## src/rtl/atrp_pkg.sv

```systemverilog
// Shared types, widths and constants for the accelerometer tilt pipeline.
// No dependencies; every other rtl file imports this package.
`default_nettype none

package atrp_pkg;

    localparam int IN_W       = 16;   // accelerometer sample width
    localparam int IN_SHIFT   = 16;   // samples enter the vector path as counts * 2^16
    localparam int VW         = 36;   // CORDIC vector component width
    localparam int AW         = 34;   // Q30 angle accumulator width
    localparam int ROLL_W     = 16;
    localparam int PITCH_W    = 15;
    localparam int GAIN_PW    = 48;   // negated x times CORDIC gain
    localparam int GAIN_SHIFT = 14;   // 2^16 input scale folded into the Q30 shift
    localparam int CENTI_PW   = 48;   // angle times centidegree scale
    localparam int CENTI_SHIFT = 30;

    localparam logic signed [AW-1:0]       PI_Q30      = 34'sd3373259426;
    localparam logic signed [31:0]         GAIN_Q30    = 32'sd1768195363;
    localparam logic signed [14:0]         CENTI_SCALE = 15'sd5730;
    localparam logic signed [CENTI_PW-1:0] CENTI_HALF  = 48'sd536870912;

    // One item in flight through a CORDIC pass, with the data riding alongside it.
    typedef struct packed {
        logic signed [VW-1:0] x;
        logic signed [VW-1:0] y;
        logic signed [AW-1:0] acc;
        logic                 zero;
        logic signed [VW-1:0] carry_y;
        logic signed [AW-1:0] carry_ang;
    } cordic_t;

    typedef struct packed {
        logic signed [AW-1:0] roll;
        logic signed [AW-1:0] pitch;
    } angles_t;

    // atan(2^-idx) in Q30 radians.
    function automatic logic signed [AW-1:0] atan_step(input int unsigned idx);
        logic signed [AW-1:0] r;
        r = '0;
        case (idx)
            0: r = 34'sd843314857;
            1: r = 34'sd497837829;
            2: r = 34'sd263043837;
            3: r = 34'sd133525159;
            4: r = 34'sd67021687;
            5: r = 34'sd33543516;
            6: r = 34'sd16775851;
            7: r = 34'sd8388437;
            8: r = 34'sd4194283;
            9: r = 34'sd2097149;
            default:
            begin
                if (idx <= 30)
                    r = {{(AW-1){1'b0}}, 1'b1} << (30 - idx);
            end
        endcase
        return r;
    endfunction

endpackage

`default_nettype wire

```

## src/rtl/atrp_centi.sv

```systemverilog
// Angle conversion from Q30 radians to rounded centidegree units (times 5730).
// Two stages: multiply, then round and shift. Depends on atrp_pkg.
`default_nettype none

module atrp_centi (
    input  wire                              clk,
    input  wire                              rst_n,
    input  wire                              in_valid,
    output logic                             in_ready,
    input  atrp_pkg::angles_t                in_data,
    output logic                             out_valid,
    input  wire                              out_ready,
    output logic signed [atrp_pkg::ROLL_W-1:0]  roll_centideg,
    output logic signed [atrp_pkg::PITCH_W-1:0] pitch_centideg
);
    import atrp_pkg::*;

    logic                       mul_valid_reg;
    logic                       mul_ready;
    logic signed [CENTI_PW-1:0] roll_prod_reg;
    logic signed [CENTI_PW-1:0] pitch_prod_reg;
    logic signed [CENTI_PW-1:0] roll_prod_next;
    logic signed [CENTI_PW-1:0] pitch_prod_next;

    logic                       rnd_valid_reg;
    logic signed [ROLL_W-1:0]   roll_reg;
    logic signed [PITCH_W-1:0]  pitch_reg;
    logic signed [CENTI_PW-1:0] roll_rnd;
    logic signed [CENTI_PW-1:0] pitch_rnd;

    always_comb
    begin
        roll_prod_next  = in_data.roll * CENTI_SCALE;
        pitch_prod_next = in_data.pitch * CENTI_SCALE;
        // round half up, floor shift
        roll_rnd  = (roll_prod_reg + CENTI_HALF) >>> CENTI_SHIFT;
        pitch_rnd = (pitch_prod_reg + CENTI_HALF) >>> CENTI_SHIFT;
    end

    assign in_ready  = !mul_valid_reg || mul_ready;
    assign mul_ready = !rnd_valid_reg || out_ready;

    always_ff @(posedge clk or negedge rst_n)
    begin
        if (!rst_n)
        begin
            mul_valid_reg <= 1'b0;
            rnd_valid_reg <= 1'b0;
        end
        else
        begin
            if (in_ready)
                mul_valid_reg <= in_valid;
            if (mul_ready)
                rnd_valid_reg <= mul_valid_reg;
        end
    end

    always_ff @(posedge clk)
    begin
        if (in_valid && in_ready)
        begin
            roll_prod_reg  <= roll_prod_next;
            pitch_prod_reg <= pitch_prod_next;
        end
        if (mul_valid_reg && mul_ready)
        begin
            roll_reg  <= roll_rnd[ROLL_W-1:0];
            pitch_reg <= pitch_rnd[PITCH_W-1:0];
        end
    end

    assign out_valid      = rnd_valid_reg;
    assign roll_centideg  = roll_reg;
    assign pitch_centideg = pitch_reg;

endmodule

`default_nettype wire

```

## config.mk

```make
export PLATFORM = sky130hd
export DESIGN_NAME = atrp_centi
export DESIGN_NICKNAME = d
export VERILOG_FILES = /design/src/rtl/atrp_pkg.sv /design/src/rtl/atrp_centi.sv
export SDC_FILE = /design/constraint.sdc
export NUM_CORES = 1
export LEC_CHECK = 0
export BUFFER_PORTS_ARGS = -buffer_cell sky130_fd_sc_hd__buf_2
export CORE_MARGIN = 2
export CORE_UTILIZATION = 60
export CTS_BUF_LIST = sky130_fd_sc_hd__clkbuf_2
export CTS_CLUSTER_DIAMETER = 200
export DETAILED_ROUTE_END_ITERATION = 6
export PLACE_DENSITY_LB_ADDON = 0.12
export SLEW_MARGIN = 5
export SYNTH_ARGS = -nofsm -noshare
export SYNTH_HDL_FRONTEND = slang
export SYNTH_SLANG_ARGS = --single-unit
```

## constraint.sdc

```tcl
create_clock -name clk -period 2.2 [get_ports clk]
set_input_delay 0.22 -clock clk [delete_from_list [all_inputs] [get_ports clk]]
set_output_delay 0.22 -clock clk [all_outputs]
set_load 0.03 [all_outputs]
```

==> metrics.md, run 1 <==
| Metric | Value |
|---|---|
| Peak supply drop | 0.827 mV |
| Syn_area_per_cell | 10.5 um^2 |
| GRT Resource Usage Total | 31.8% |
| Buf/Inv on CP | 4 |
| Layout net count | 2612 |
| Highest clock rate | 221 MHz |
| Pre-antenna DRT Iters | 5 |
| Hold Crit Class | reg2reg |
| Most frequent cells in the layout | buf_4, inv_1, ha_1 |
| Final core utilization | 85.4% |
| Initial antenna violation count | 0 |
| CORE AREA | 25200 um^2 |
| Via count | 12700 |
| Die height | 164 um |
| Synth top area share | 29.5% |
| Cell mode on critical path | fa_1 |
| Ys flop type | edfxtp_1 |
| Power density over the cells | 1490 nW/um^2 |
| Max FFs per register | 17 |
| Worst-Margin Slew | 0.458 ns |
| Rel. slew slack | 69.5% |
| Final hold viol count | 0 |
| Clk_skew | 0.0250 ns |
| Global route overflow | 0 |
| Worst-path cell chain | buf_4 > ha_4 > xnor2_2 > xnor2_2 > fa_1 > fa_1 > inv_1 > fa_1 > inv_1 > ha_4 > nand4_1 > buf_4 > nor4_4 > nor3_4 > a211oi_4 > o221ai_4 > o31ai_4 > nor4_1 > a211o_1 |
| Final period demand of the worst path | 4.52 ns |
| Placed Cells incl. Taps | 2240 |
| # diodes | 0 |
| GPL Wtd Cong | 0.926 |
| CP delay by family, top | adder cells |
| Commonest non-fill, non-tap cell in the layout | buf_4 |
| Final ANT Viol Nets | 0 |
| CTS buffer count | 9 |
| Final setup vio count | 33 |
| TritonCTS clock tree | yes |
| First-pass GRT wire length | 67300 um |
| Final worst-path cycle share | 206% |
| DRC viols | 0 |
| CTS H-Tree Depth | 3 |
| Chip Width | 164 um |
| Failing checks | negative setup slack |
| Synthesized area | 15400 um^2 |
| Synth unique cells | 62 |
| Setup slack at placement | -3.01 ns |
| Post-Synth Simple-Gate Area | 6.38% |
| Async SR Flop Fraction | 3.03% |
| Die area | 26900 um^2 |
| Synth warnings | 0 |
| Adder-cell area share of the yosys netlist | 57.9% |
| Mux cell area share after synthesis | 0.130% |
| Clock Path Buffers | 2 |
| Routed wire length | 45100 um |
| Sinks on the clock net | 66 |
| Max_cap viols | 0 |
| Status | finished with violations |
| Initial Utilization | 61.0% |
| RSZ-0062 raised after global routing | yes |
| #FFs+latches synth | 66 |
| Vias in the first global route | 13800 |
| Starting DRT DRC Count | 674 |
| Leak pwr | 10.8 nW |
| Startpoint Class | input pin |
| Syn nets | 2113 |
| Crit. End Element | flip-flop |
| Synth area leaders | ha_1, fa_1, edfxtp_1 |
| Routed wire length per instance | 19.6 um |
| WS Path Type | in2reg |
| Final HPWL from detailed placement | 32400 um |
| Clk root buf | clkbuf_2 |
| PortBufs | 104 |
| Synth-to-Final Area Change | 40.2% |
| Placement Rows | 58 |
| Post-Syn Instances | 1461 |
| Final worst slack | -2.32 ns |
| Worst-path maximum fanout | 4 |
| Ports | 105 |
| CP Data Required Time | 2.47 ns |
| Arrival time worst endpoint | 4.79 ns |
| Synth Area in XOR/XNOR | 7.07% |
| Area leader, netlist | ha_1 |
| Clk pin slew, worst setup/hold paths | 0.20 ns |
| DR vias/cell | 5.53 |
| Layout cell share with drive strength beyond 1 | 37.6% |
| Final Instance Count excl. Fillers | 2295 |
| Post-synthesis compound-gate area fraction | 7.56% |
| Number of synthesized flops with an enable pin | 64 |
| Final Max Tran Viols | 0 |
| Cell at the slowest stage of the critical path | fa_1 |
| TNS Setup | -69.49 ns |
| Largest family of logic cells by synthesized area | adder cells |
| Slowest stage delay, CP | 0.52 ns |
| Largest net degree at the start of global routing | 34 |
| Sequential area share after synthesis | 12.8% |
| Clock Latency Late Sink | 0.48 ns |
## where the power goes
group          switching [mW]  internal, mW
Combinational            14.1          14.1
Clock                   0.462         0.385
Sequential              0.367          2.65
## layer usage
| metal | share of wire [%] | vias to the layer above | global-route usage [%] |
|---|---|---|---|
| met5 | 0 | - | 0 |
| li1 | - | 5780 | - |
| met3 | 4.4 | 145 | 2.98 |
| met1 | 39 | 6318 | 39.9 |
| met4 | 3.9 | 0 | 9.69 |
| met2 | 53 | 453 | 58.1 |
## worst reg2reg max path: stages, from the launching register on
cell and delay (ns):
edfxtp_1 0.46, and3_1 0.20, and2_1 0.18, nand2_1 0.10, or2_2 0.33, nor2_1 0.16
xor2_1 0.18
## logic make-up (layout without fill, tap and decap cells)
family / after synthesis / count (layout)
AND/OR/NAND/NOR: 192 / 192
XOR/XNOR: 124 / 124
adder cells (fa/ha/maj): 580 / 580
flip-flops: 66 / 66
AO/OA/AOI/OAI: 167 / 167
buffers and inverters: 330 / 834
multiplexers: 2 / 2
## metrics by stage
| stage | total power, mW | instance area (um^2) | hold slack (ns) |
|---|---|---|---|
| 2_1_floorplan | 18.4 | 16100 | -0.0756 |
| 3_3_place_gp | 26.3 | 19600 | 0.00392 |
| 3_5_place_dp | 27.2 | 19600 | 0.00749 |
| 4_1_cts | 30.4 | 21100 | 0.519 |
| 5_1_grt | 35.0 | 21500 | 0.556 |
| 6_report | 32.1 | 21500 | 0.526 |
## timing repair
action	4_1_cts	5_1_grt
setup endpoints to repair	33	33
hold endpoints to repair	4	0
hold buffers	5	0
pin swaps	113	84
setup buffers	28	9
resized for setup	187	76
## final cells by class
class / count / area (um^2)
multi-input combinational: 1065 / 14000
clock buffer: 10 / 50.0
inverter: 327 / 1230
timing repair buffer: 491 / 3710
sequential: 66 / 1970
tap: 330 / 413
clock inverter: 6 / 90.1
fill: 1265 / 3670
## synth_stat cells (2+ instances only)
master,instances
a211o_1,2
a211oi_1,3
a21o_1,45
a21oi_1,39
a221o_1,2
a221oi_1,2
a22o_1,3
a31oi_1,3
and2_1,6
and3_1,10
clkbuf_1,3
dfrtp_1,2
edfxtp_1,64
fa_1,218
ha_1,362
inv_1,327
mux2i_1,2
nand2_1,55
nand2b_1,9
nand3_1,22
nand4_1,18
nor2_1,29
nor2b_1,16
nor3_1,8
nor3_2,2
nor4_1,2
o21a_1,3
o21ai_0,37
o21ai_1,2
o21bai_1,3
o221ai_1,2
o311ai_0,2
o31ai_4,2
or2_2,2
or3_1,5
xnor2_1,80
xor2_1,44
## final timing paths
path,startpoint,endpoint,slack [ns],cells after the start
worst min-delay path,mul_valid_reg,out_valid,0.53,1
worst max register to register,pitch_prod_reg[31],pitch_centideg[11],0.47,6
worst min register to register,mul_valid_reg,out_valid,0.53,1
max in group asynchronous,rst_n,out_valid,1.50,3
min in group asynchronous,rst_n,mul_valid_reg,0.58,3
worst max-delay path,in_data[19],pitch_prod_reg[43],-2.32,19
Note: power is estimated with default switching activity, not from simulation.
==> inputs of run 2 (changes only) <==
--- a/config.mk
+++ b/config.mk
@@ -12,6 +12,8 @@
 export CTS_CLUSTER_DIAMETER = 200
 export DETAILED_ROUTE_END_ITERATION = 6
 export PLACE_DENSITY_LB_ADDON = 0.12
+export REMOVE_ABC_BUFFERS = 1
+export SKIP_CTS_REPAIR_TIMING = 1
 export SLEW_MARGIN = 5
 export SYNTH_ARGS = -nofsm -noshare
 export SYNTH_HDL_FRONTEND = slang
==> metrics.md, run 2 (synthesis gave the netlist of run 1 again) <==
| Metric | Value |
|---|---|
| Dpl cell area | 19000 um^2 (was 19600 um^2) |
| Design area | 21800 um^2 (was 21500 um^2) |
| Clk_skew | 0.0531 ns (was 0.0250 ns) |
| Power consumption | 33.4 mW (was 32.1 mW) |
| Reg2Reg Setup Slack | 0.51 ns (was 0.47 ns) |
| Max_cap viols | 0 (unchanged) |
| Worst-path maximum fanout | 4 (unchanged) |
| DRC viols | 0 (unchanged) |
| Final setup vio count | 33 (unchanged) |
| Via count | 13100 (was 12700) |
| HP Start | out_ready (was mul_valid_reg) |
| Final worst slack | -2.61 ns (was -2.32 ns) |
| Slowest stage delay, CP | 0.60 ns (was 0.52 ns) |
| Synth-to-Final Area Change | 41.8% (was 40.2%) |
| Placed Cells incl. Taps | 2255 (was 2240) |
| Hold Crit Class | in2reg (was reg2reg) |
| CORE AREA | 25200 um^2 (unchanged) |
| Clk root buf | clkbuf_2 (unchanged) |
| TritonCTS clock tree | yes (unchanged) |
| PortBufs | 104 (unchanged) |
| Startpoint Class | input pin (unchanged) |
| Register Area | 1970 um^2 (unchanged) |
| Largest net degree at the start of global routing | 34 (unchanged) |
| Clock Latency Late Sink | 0.49 ns (was 0.48 ns) |
| Arrival time worst endpoint | 5.10 ns (was 4.79 ns) |
| Layout cell share with drive strength beyond 1 | 38.9% (was 37.6%) |
| Routed wire length | 51200 um (was 45100 um) |
| Worst-Margin Slew | 0.611 ns (was 0.458 ns) |
| Final ANT Viol Nets | 0 (unchanged) |
| GRT Resource Usage Total | 27.2% (was 31.8%) |
| Vias in the first global route | 12600 (was 13800) |
| Hold Path Cell Cnt | 3 (was 1) |
| Highest clock rate | 208 MHz (was 221 MHz) |
| WS Path Type | in2reg (unchanged) |
| # fillers | 1199 (was 1265) |
| Layout net count | 2616 (was 2612) |
| Final worst-path cycle share | 219% (was 206%) |
| Clock Path Buffers | 2 (unchanged) |
| Routed wire length per instance | 22.3 um (was 19.6 um) |
| CTS buffer count | 9 (unchanged) |
| Final period demand of the worst path | 4.81 ns (was 4.52 ns) |
| Initial antenna violation count | 1 (was 0) |
| Final Instance Count excl. Fillers | 2299 (was 2295) |
| CP Data Required Time | 2.49 ns (was 2.47 ns) |
| Final hold viol count | 0 (unchanged) |
| Setup slack at placement | -3.22 ns (was -3.01 ns) |
| Failing checks | negative setup slack (unchanged) |
| Final Max Tran Viols | 0 (unchanged) |
| Crit. End Element | flip-flop (unchanged) |
| Chip Width | 164 um (unchanged) |
| RSZ-0062 raised after global routing | yes (unchanged) |
| CTS H-Tree Depth | 3 (unchanged) |
| # diodes | 0 (unchanged) |
| R2r worst-path depth | 6 (unchanged) |
| Final HPWL from detailed placement | 31900 um (was 32400 um) |
| Hold Path End | out_valid (unchanged) |
| Leak pwr | 10.9 nW (was 10.8 nW) |
| Cell at the slowest stage of the critical path | fa_1 (unchanged) |
| Worst r2r src | pitch_prod_reg[31] (unchanged) |
| Status | finished with violations (unchanged) |
| Most frequent cells in the layout | buf_4, inv_1, ha_1 (unchanged) |
| DR vias/cell | 5.69 (was 5.53) |
| Buf/Inv on CP | 6 (was 4) |
| First-pass GRT wire length | 58400 um (was 67300 um) |
| Clk pin slew, worst setup/hold paths | 0.24 ns (was 0.20 ns) |
| Ports | 105 (unchanged) |
| Pre-antenna DRT Iters | 5 (unchanged) |
| Worst-path cell chain | clkbuf_4 > buf_6 > ha_4 > nor2b_1 > o21ai_0 > o21ai_0 > ha_1 > fa_1 > inv_2 > fa_1 > inv_2 > ha_4 > and2_4 > a221o_1 > a221oi_2 > o21ai_2 > nor3_4 > buf_6 > o31ai_4 > a31oi_1 > buf_4 > nand4_1 > nor3b_2 (was buf_4 > ha_4 > xnor2_2 > xnor2_2 > fa_1 > fa_1 > inv_1 > fa_1 > inv_1 > ha_4 > nand4_1 > buf_4 > nor4_4 > nor3_4 > a211oi_4 > o221ai_4 > o31ai_4 > nor4_1 > a211o_1) |
| GPL Wtd Cong | 0.896 (was 0.926) |
| Max FFs per register | 17 (unchanged) |
| Initial Utilization | 61.0% (unchanged) |
| Sinks on the clock net | 66 (unchanged) |
| CP delay by family, top | adder cells (unchanged) |
| Rel. slew slack | 59.1% (was 69.5%) |
| Multi-input gate area | 14300 um^2 (was 14000 um^2) |
| Global route overflow | 0 (unchanged) |
| Commonest non-fill, non-tap cell in the layout | buf_4 (unchanged) |
| Die area | 26900 um^2 (unchanged) |
| R2R Path End | pitch_centideg[11] (unchanged) |
| Starting DRT DRC Count | 880 (was 674) |
| Peak supply drop | 0.930 mV (was 0.827 mV) |
| Placement Rows | 58 (unchanged) |
| Die height | 164 um (unchanged) |
| Power density over the cells | 1530 nW/um^2 (was 1490 nW/um^2) |
[run 2: cell count changes in the layout (fill, tap and decap cells not counted), sizes merged]
cell         delta
inv             +1
clkbuf          +4
bufinv          -1
dlygate4sd3     -1
clkinvlp        +1
[run 2: routing by layer]
metal  vias up  track usage [%]  routed length, um
met3       259             1.84               2820
met5         -                0                 15
met1      6420             35.2              18300
li1       5806                -                  -
met4         2             4.63               3420
met2       583             50.6              26600
[run 2: worst min-delay path: cells and delay by family]
| kind | cells | cell delay (ns) |
|---|---|---|
| AND/OR/NAND/NOR | 2 | 0.20 |
| buffers and inverters | 1 | 0.09 |
[run 2: stage by stage]
step                TNS (ns)  utilization, %  hold WS [ns]
floorplan             -78.37               -       -0.0756
global placement      -91.68            75.4       0.00541
detailed placement    -96.93            75.4       0.00844
CTS                   -78.21            75.9        -0.584
global route          -79.00            86.5        0.0416
finish                -78.07            86.5        0.0783
[run 2: worst max path at each step]
stage                      from           endpoint  cells past startpoint
finish              in_data[47]  roll_prod_reg[45]                     23
global route        in_data[47]  roll_prod_reg[45]                     21
CTS                 in_data[49]  roll_prod_reg[43]                     19
detailed placement  in_data[49]  roll_prod_reg[43]                     19
global placement    in_data[49]  roll_prod_reg[42]                     20
floorplan           in_data[48]  roll_prod_reg[43]                     18
[run 2: cell type report]
type | instances | share of cell area (%)
Clock inverter | 7 | 0.351
Inverter | 327 | 5.64
Multi-Input combinational cell | 1065 | 65.6
Clock buffer | 9 | 0.207
Sequential cell | 66 | 9.06
Timing Repair Buffer | 495 | 17.3
Tap cell | 330 | 1.90
[run 2: power by group]
part,switching (mW),leakage [nW],internal [mW]
clock,0.485,0.0689,0.270
sequential,0.371,0.635,2.64
combinational,14.9,10.2,14.7
